<file path="config.mk">
export PLATFORM = sky130hd
export DESIGN_NAME = linear_queue_with_search_edit_core
export DESIGN_NICKNAME = d
export VERILOG_FILES = /design/src/design/lqse_pkg.sv /design/src/design/linear_queue_with_search_edit_core.sv /design/src/design/lqse_cell.sv
export SDC_FILE = /design/constraint.sdc
export NUM_CORES = 1
export LEC_CHECK = 0
export BUFFER_PORTS_ARGS = -buffer_cell sky130_fd_sc_hd__buf_4
export CAP_MARGIN = 20
export CORE_UTILIZATION = 43
export CTS_BUF_LIST = sky130_fd_sc_hd__clkbuf_8 sky130_fd_sc_hd__clkbuf_16
export CTS_CLUSTER_DIAMETER = 80
export DETAILED_ROUTE_END_ITERATION = 10
export PLACE_DENSITY = 0.59
export SKIP_LAST_GASP = 1
export SYNTH_ARGS = -nofsm -noshare
export SYNTH_HDL_FRONTEND = slang
export SYNTH_SLANG_ARGS = --single-unit
export TNS_END_PERCENT = 30
</file>
<file path="constraint.sdc">
create_clock -name clk -period 10.75 [get_ports clk]
set_input_delay 2.15 -clock clk [delete_from_list [all_inputs] [get_ports clk]]
set_output_delay 2.15 -clock clk [all_outputs]
set_load 0.05 [all_outputs]
</file>
<file path="src/design/lqse_pkg.sv">
// Package: operation and status codes and word types for the linear queue core.
`timescale 1ns / 1ps
package lqse_pkg;

  localparam int unsigned DATA_W = 32;

  // Operation codes carried in the command word
  localparam logic [2:0] FUNC_ENQ  = 3'd0;
  localparam logic [2:0] FUNC_DEQ  = 3'd1;
  localparam logic [2:0] FUNC_SRCH = 3'd2;
  localparam logic [2:0] FUNC_EDIT = 3'd3;
  localparam logic [2:0] FUNC_TRAV = 3'd4;

  // Result status codes
  localparam logic [1:0] ST_OK      = 2'd0;
  localparam logic [1:0] ST_FULL    = 2'd1;
  localparam logic [1:0] ST_EMPTY   = 2'd2;
  localparam logic [1:0] ST_MISSING = 2'd3;

  typedef struct packed {
    logic [2:0]               func;
    logic signed [DATA_W-1:0] data_in;
    logic signed [DATA_W-1:0] new_value;
  } cmd_t;

  typedef struct packed {
    logic [1:0]               status;
    logic signed [DATA_W-1:0] data_out;
    logic                     last;
  } res_t;

  // Per-cell control: rotate the ring, and replace the word entering the cell
  typedef struct packed {
    logic shift;
    logic load;
  } cell_ctl_t;

endpackage

</file>
<file path="src/design/linear_queue_with_search_edit_core.sv">
// Top level: array-backed linear queue with search, edit and traverse over a ring of cells.
`timescale 1ns / 1ps
// Timing: a rejected command (queue empty, queue full) answers in the cycle after start.
// Every other command rotates the ring once round, one entry passing the read cell each
// cycle; each result is registered and appears in the cycle after its entry passes. A
// new command is taken only once that rotation is done and busy has fallen.
// Reset (rst, synchronous) empties the queue and drops any command in flight; entry
// contents are left as they were. Results are strobed for one cycle; the receiver cannot stall.
module linear_queue_with_search_edit_core
  import lqse_pkg::*;
#(
  parameter int unsigned DEPTH = 8
) (
  input  logic clk,
  input  logic rst,
  input  logic start,
  input  cmd_t cmd,
  output logic busy,
  output logic valid,
  output res_t res
);

  localparam int unsigned IW = (DEPTH > 1) ? $clog2(DEPTH) : 1;
  localparam logic [IW-1:0] LAST_STEP = IW'(DEPTH - 1);

  // Ring of cells: cell i hands its word to cell i-1 each scan cycle, cell 0 wraps
  // round to the top cell. The top cell is where a new or edited word enters.
  logic signed [DATA_W-1:0] cell_q [DEPTH];
  cell_ctl_t                cell_ctl [DEPTH];
  logic                     wr_en;
  logic signed [DATA_W-1:0] wr_value;

  genvar gi;
  generate
    for (gi = 0; gi < DEPTH; gi++) begin : g_cell
      assign cell_ctl[gi].shift = busy;
      assign cell_ctl[gi].load  = (gi == DEPTH - 1) ? wr_en : 1'b0;
      lqse_cell u_cell (
        .clk        (clk),
        .ctl        (cell_ctl[gi]),
        .shift_in   (cell_q[(gi + 1) % DEPTH]),
        .load_value (wr_value),
        .value      (cell_q[gi])
      );
    end
  endgenerate

  // Queue state and the command being worked on
  logic [IW-1:0]            head;
  logic [IW-1:0]            tail;
  logic                     empty;
  logic [IW-1:0]            step;
  logic [2:0]               op;
  logic signed [DATA_W-1:0] key;
  logic signed [DATA_W-1:0] repl;
  logic                     hit;

  logic signed [DATA_W-1:0] cur;
  logic                     in_range;
  logic                     match;
  logic                     at_enq_slot;

  assign cur         = cell_q[0];  // at scan step k the read cell holds entry k
  assign in_range    = !empty && (step >= head) && (step <= tail);
  assign match       = in_range && !hit && (cur == key);
  assign at_enq_slot = empty ? (step == '0)
                             : ({1'b0, step} == ({1'b0, tail} + (IW + 1)'(1)));

  // Decide what happens to the word leaving the read cell this cycle
  always_comb begin
    wr_en    = 1'b0;
    wr_value = key;
    case (op)
      FUNC_ENQ: begin
        wr_en    = busy && !hit && at_enq_slot;
        wr_value = key;
      end
      FUNC_EDIT: begin
        wr_en    = busy && match;
        wr_value = repl;
      end
      default: begin
        wr_en    = 1'b0;
        wr_value = key;
      end
    endcase
  end

  always_ff @(posedge clk) begin
    if (rst) begin
      busy  <= 1'b0;
      valid <= 1'b0;
      head  <= '0;
      tail  <= '0;
      empty <= 1'b1;
      step  <= '0;
      hit   <= 1'b0;
    end else begin
      valid <= 1'b0;
      if (!busy) begin
        if (start && (cmd.func <= FUNC_TRAV)) begin
          op   <= cmd.func;
          key  <= cmd.data_in;
          repl <= cmd.new_value;
          step <= '0;
          hit  <= 1'b0;
          if ((cmd.func != FUNC_ENQ) && empty) begin
            // Nothing stored: answer at once
            valid        <= 1'b1;
            res.status   <= ST_EMPTY;
            res.data_out <= '0;
            res.last     <= 1'b1;
          end else if ((cmd.func == FUNC_ENQ) && !empty && (tail == LAST_STEP)) begin
            valid        <= 1'b1;
            res.status   <= ST_FULL;
            res.data_out <= '0;
            res.last     <= 1'b1;
          end else begin
            busy <= 1'b1;
          end
        end
      end else begin
        // One scan step: the ring advances, step counts entries past the read cell
        step <= step + IW'(1);
        if (step == LAST_STEP) begin
          busy <= 1'b0;
        end
        case (op)
          FUNC_ENQ: begin
            if (!hit && at_enq_slot) begin
              hit          <= 1'b1;
              valid        <= 1'b1;
              res.status   <= ST_OK;
              res.data_out <= '0;
              res.last     <= 1'b1;
              if (empty) begin
                head  <= '0;
                tail  <= '0;
                empty <= 1'b0;
              end else begin
                tail <= tail + IW'(1);
              end
            end
          end
          FUNC_DEQ: begin
            if (!hit && (step == head)) begin
              hit          <= 1'b1;
              valid        <= 1'b1;
              res.status   <= ST_OK;
              res.data_out <= cur;
              res.last     <= 1'b1;
              if (head == tail) begin
                // Drained: reclaim every slot
                head  <= '0;
                tail  <= '0;
                empty <= 1'b1;
              end else begin
                head <= head + IW'(1);
              end
            end
          end
          FUNC_SRCH, FUNC_EDIT: begin
            if (match) begin
              hit          <= 1'b1;
              valid        <= 1'b1;
              res.status   <= ST_OK;
              res.data_out <= (op == FUNC_EDIT) ? repl : cur;
              res.last     <= 1'b1;
            end else if (!hit && (step == LAST_STEP)) begin
              valid        <= 1'b1;
              res.status   <= ST_MISSING;
              res.data_out <= '0;
              res.last     <= 1'b1;
            end
          end
          FUNC_TRAV: begin
            if (in_range) begin
              valid        <= 1'b1;
              res.status   <= ST_OK;
              res.data_out <= cur;
              res.last     <= (step == tail);
            end
          end
          default: begin
            hit <= hit;
          end
        endcase
      end
    end
  end

endmodule

</file>
<file path="src/design/lqse_cell.sv">
// Module: one storage cell of the rotating entry ring.
`timescale 1ns / 1ps
module lqse_cell
  import lqse_pkg::*;
(
  input  logic                     clk,
  input  cell_ctl_t                ctl,
  input  logic signed [DATA_W-1:0] shift_in,
  input  logic signed [DATA_W-1:0] load_value,
  output logic signed [DATA_W-1:0] value
);

  always_ff @(posedge clk) begin
    if (ctl.shift) begin
      value <= ctl.load ? load_value : shift_in;
    end
  end

endmodule
</file>
==> results of run 1 <==
## synthesized netlist by cell type (all sizes together), types with 7 or more instances
| library cell | n | area share [%] |
|---|---|---|
| mux2 | 32 | 2.7 |
| nand2 | 143 | 4.0 |
| nor4 | 11 | 0.55 |
| inv | 11 | 0.30 |
| nand2b | 9 | 0.42 |
| clkbuf | 21 | 0.58 |
| xnor2 | 16 | 1.0 |
| a21oi | 10 | 0.37 |
| ha | 12 | 1.1 |
| nor2 | 17 | 0.47 |
| o32ai | 32 | 2.1 |
| o21ai | 9 | 0.42 |
| nand3 | 9 | 0.33 |
| edfxtp | 358 | 79 |
| xor2 | 20 | 1.3 |
| dfxtp | 13 | 1.9 |
| buf | 7 | 0.55 |
## kinds of logic (layout without fill, tap and decap cells)
family                   Yosys count  count (layout)  synth area share, %
AO/OA/AOI/OAI                     67              67                 3.91
buffers and inverters             39             200                 1.44
AND/OR/NAND/NOR                  214             214                 7.04
flip-flops                       371             371                 81.3
multiplexers                      35              35                 2.88
adder cells (fa/ha/maj)           12              12                 1.11
XOR/XNOR                          36              36                 2.33
## through the flow
stage	instance area, µm²	util, %	power (mW)	hold slack [ns]	instances
final	16000	52.2	3.02	0.411	1331
after detailed placement	14800	48.0	1.76	0.405	1257
after CTS	16000	52.1	3.05	0.411	1330
after floorplan	13500	-	1.71	0.400	774
after global placement	14800	48.0	1.75	0.401	1257
after global routing	16000	52.2	3.12	0.410	1331
## layout make-up
class	instances	area, µm²	share of cell area, %
Multi-Input combinational cell	364	2350	14.6
Timing Repair Buffer	116	903	5.63
Clock buffer	40	1000	6.24
Inverter	11	41.3	0.257
Sequential cell	371	11000	68.6
Clock inverter	33	244	1.52
Tap cell	396	495	3.09
## per-layer routing
layer	global-route usage, %	wire length [µm]	up-vias
met1	24.9	12400	3590
met2	26.0	12600	200
met5	0	0	-
met3	2.98	1460	38
met4	4.86	504	0
li1	-	-	3227
## final timing paths
path	from	to	slack, ns	cells past startpoint
worst max register to register	step[2]	res[7]	7.29	9
worst min register to register	g_cell[6].u_cell.value[30]	g_cell[5].u_cell.value[30]	0.41	0
worst min-delay path	g_cell[6].u_cell.value[30]	g_cell[5].u_cell.value[30]	0.41	0
worst max-delay path	cmd[65]	res[7]	6.71	6
## worst register-to-register path, cell delays in order (launching register included)
cell	delay (ns)
dfxtp_1	0.50
ha_1	0.32
a21oi_1	0.14
o21ai_0	0.09
a211oi_1	0.30
buf_4	0.20
nand2_1	0.07
a311oi_1	0.35
o211a_1	0.73
buf_4	0.43
## report_power, final
part / switching [mW] / internal, mW
combinational: 0.0632 / 0.0353
clock: 0.557 / 0.735
sequential: 0.0156 / 1.61
total: 0.635 / 2.38
## state kept, by name (all words and copies together) (netlist names)
signal and flops:
step 3, res 35, g_cell.u_cell.value 256, key 32, busy 1, repl 32
empty 1, hit 1, valid 1, op 3, head 3, tail 3
==> flow_summary.toml, run 1 <==
[route]
drt_first_pass_iters = 8
post-route-drc-count = 6
drt-initial-drc-count = 641
wl_per_cell_um = 20.2
avgViaCountPerCell = 5.30
antenna_left = 0
vias = 7055
wl_um = 26900

[critical_path]
cp-end-kind = "register"
critPathMaxStageDelay_ns = 0.73
cp.required_ns = 10.95
critPathTopFamily = "compound AO/OA/AOI/OAI gates"
critical_path.slowest_cell = "o211a_1"
cp.buffers_inverters = 2
critical_path.max_fanout = 19
path_cells = "buf_4 -> nor3_1 -> a31oi_1 -> a311oi_1 -> o211a_1 -> buf_4"
cp-start-kind = "primary input"
crit_type = "primary input to register"
critPathArrivalTime_ns = 4.24
cp_common_cell = "buf_4"

[floorplan]
die_width_um = 179
io_pins = 107
fp.coreArea_um2 = 30700
core.rowCount = 64
die_h_um = 179
dieArea_um2 = 32200
start_util_pct = 44.0

[layout]
n_antenna_cell = 0
layout.cells.most_common = "edfxtp_1"
fillers = 2547
syn2layout_area_growth_pct = 18.5
nets = 986
most-common-layout-cells = "edfxtp_1, nand2_1, buf_4"
drive_gt1_share_pct = 22.9

[sta]
setup_viol = 0
fmax_ghz = 0.248
fin_skew_ns = 0.0231
finalWorstSetupSlack_ns = 6.71
timing.final.crit_share_pct = 37.5
hold_viol_final = 0
grt_setup_unrepaired = "no"
worst_pin_slew_ns = 1.19
slew_headroom_pct = 20.8
min_period_ns = 4.04
final_max_slew_viol_count = 0
setup_tns_ns = 0

[global_route]
grt_pass1_vias = 6947
track_usage_pct = 16.9
overflow = 0
grt_max_degree = 189
grt_antenna_before_repair = 0
grt_pass1_wl_um = 41300

[power]
p_per_area_nw_per_um2 = 188
p_leak_nw = 5.50
ir_drop_mv = 0.134

[synth]
ys_ff_latch = 371
yosysWarnings = 0
syn_inst = 774
synthArstFlopShare_pct = 0
synth_flop_cell = "edfxtp_1"
syn_area_um2 = 13500
avgSynthCellArea_um2 = 17.5
synth_nets = 856
yosysUniqueCellTypes = 48
yosysSeqAreaShare_pct = 81.3
synth_edf_count = 358

[clock_network]
numCtsBuffers = 40
clk_latency_ns = 0.53
hold_buffers = 0
clk_pin_slew_ns = 0.06
cts.sinks = 371
postCtsSetupBuffers = 0
ctsResizeCount = 0
cts_max_level = 2
root_buffer = "clkbuf_16"
clk_path_buf_depth = 3
cts_tree = "built"

[placement]
dp_hpwl_um = 16600
place_ws_ns = 6.17
gp_congestion = 0.780
port_buffers = 106

[worst_hold_path]
min_path_type = "register to register"

[job]
cap_violations = 0

[status]
status = "finished with violations"
violations = "DRC"
(Power assumes the default switching activity.)
==> run 2: changes to the inputs <==
==> constraint.sdc (replaced) <==
create_clock -name clk -period 4 [get_ports clk]
set_input_delay 0.8 -clock clk [delete_from_list [all_inputs] [get_ports clk]]
set_output_delay 0.8 -clock clk [all_outputs]
set_load 0.05 [all_outputs]
==> flow_summary.toml, run 2 (same netlist as run 1, synthesis figures left out) <==
[critical_path]
cp.required_ns = 4.22
critical_path.max_fanout = 15
critPathMaxStageDelay_ns = 0.64
rrSetupSlack_ns = 0.71
critPathArrivalTime_ns = 3.51
worst-r2r-cell-count = 9
cp-end-kind = "register"
crit_type = "register to register"
cp-start-kind = "register"
critical_path.slowest_cell = "o211a_2"
path_cells = "inv_1 -> ha_1 -> a21oi_1 -> o21ai_0 -> a211oi_1 -> nand2_1 -> a311oi_1 -> o211a_2 -> buf_4"

[floorplan]
fp.coreArea_um2 = 30700
core.rowCount = 64
die_h_um = 179
io_pins = 107
start_util_pct = 44.0
die_width_um = 179
dieArea_um2 = 32200

[clock_network]
postCtsSetupBuffers = 0
numCtsBuffers = 39
hold_buffers = 0
cts_tree = "built"
cts_max_level = 2
ctsResizeCount = 0
clk_path_buf_depth = 3
clk_latency_ns = 0.54
root_buffer = "clkbuf_16"
clk_pin_slew_ns = 0.06
cts.sinks = 371

[layout]
largest_register_ffs = 256
fillers = 2537
regMostFlops = "g_cell.u_cell.value"
syn2layout_area_growth_pct = 18.7
most-common-layout-cells = "edfxtp_1, nand2_1, buf_4"
final_cells = 1328
drive_gt1_share_pct = 23.0
layout.cells.most_common = "edfxtp_1"
largest_registers = "g_cell.u_cell.value (256), res (35)"
n_antenna_cell = 0
multi_input_area_um2 = 2350
nets = 985
seq_area_um2 = 11000

[route]
drt-initial-drc-count = 660
vias = 6889
drt_first_pass_iters = 8
wl_per_cell_um = 20.5
antenna_left = 0
post-route-drc-count = 10
wl_um = 27200
avgViaCountPerCell = 5.19

[global_route]
grt_antenna_before_repair = 0
grt_pass1_wl_um = 41100
grt_pass1_vias = 6822
overflow = 0
track_usage_pct = 17.0
grt_max_degree = 130

[sta]
setup_tns_ns = 0
fin_skew_ns = 0.0205
min_period_ns = 3.29
setup_viol = 0
slew_headroom_pct = 41.7
timing.final.crit_share_pct = 82.4
final_max_slew_viol_count = 0
grt_setup_unrepaired = "no"
hold_viol_final = 0
worst_pin_slew_ns = 0.874
fmax_ghz = 0.304
hold_slack_ns = 0.410

[worst_hold_path]
min_path_type = "register to register"
hold_depth = 0

[status]
status = "finished with violations"
violations = "DRC"

[power]
p_per_area_nw_per_um2 = 510
total_power_mw = 8.20
ir_drop_mv = 0.303
p_leak_nw = 5.52

[placement]
gp_congestion = 0.827
dp_cells = 1258
dp_hpwl_um = 16400
port_buffers = 106

[job]
cap_violations = 0
-- run 2: changes by cell type in the layout (fill, tap and decap cells not counted), sizes merged --
cell      previous run  this run
bufinv               2         4
clkinv              18        16
inv                 22        20
clkbuf              40        41
clkinvlp             2         0
-- run 2: routing by layer --
layer	part of all wire, %	global-route usage [%]
met3	4.7	3.10
met2	46	26.0
met1	46	24.8
met4	2.5	5.66
met5	0	0
-- run 2: power by group --
part / internal (mW) / leakage, nW / switching (mW)
Sequential: 4.33 / 3.38 / 0.0449
Combinational: 0.0958 / 1.48 / 0.169
Clock: 2.12 / 0.663 / 1.45
-- run 2: worst max-delay path: cells and delay by family (launching register included) --
| family | cells | cell delay (ns) |
|---|---|---|
| flops | 1 | 0.41 |
| simple gates | 1 | 0.10 |
| buf+inv | 2 | 0.40 |
| fa+ha+maj | 1 | 0.32 |
| compound gates | 5 | 1.76 |
-- run 2: worst paths after layout --
path	endpoint	startpoint
hold / removal	g_cell[5].u_cell.value[19]	g_cell[6].u_cell.value[19]
setup / recovery	res[33]	tail[2]
hold reg to reg	g_cell[5].u_cell.value[19]	g_cell[6].u_cell.value[19]
setup reg to reg	res[33]	tail[2]
-- run 2: area by class of cell --
| class | count | share of cell area (%) |
|---|---|---|
| clock inverters | 29 | 1.53 |
| well taps | 396 | 3.08 |
| inverters | 11 | 0.257 |
| multi-input cells | 364 | 14.6 |
| flip-flops and latches | 371 | 68.5 |
| clock buffers | 41 | 6.38 |
| repair buffers | 116 | 5.57 |
-- run 2: per-stage QoR --
| step | utilization, % | worst slack [ns] | instance area (µm²) |
|---|---|---|---|
| after floorplan | - | 0.0142 | 13600 |
| after global placement | 48.1 | 0.889 | 14800 |
| after detailed placement | 48.1 | 0.792 | 14800 |
| after CTS | 52.3 | 0.766 | 16100 |
| after global routing | 52.3 | 0.472 | 16100 |
| final | 52.3 | 0.706 | 16100 |
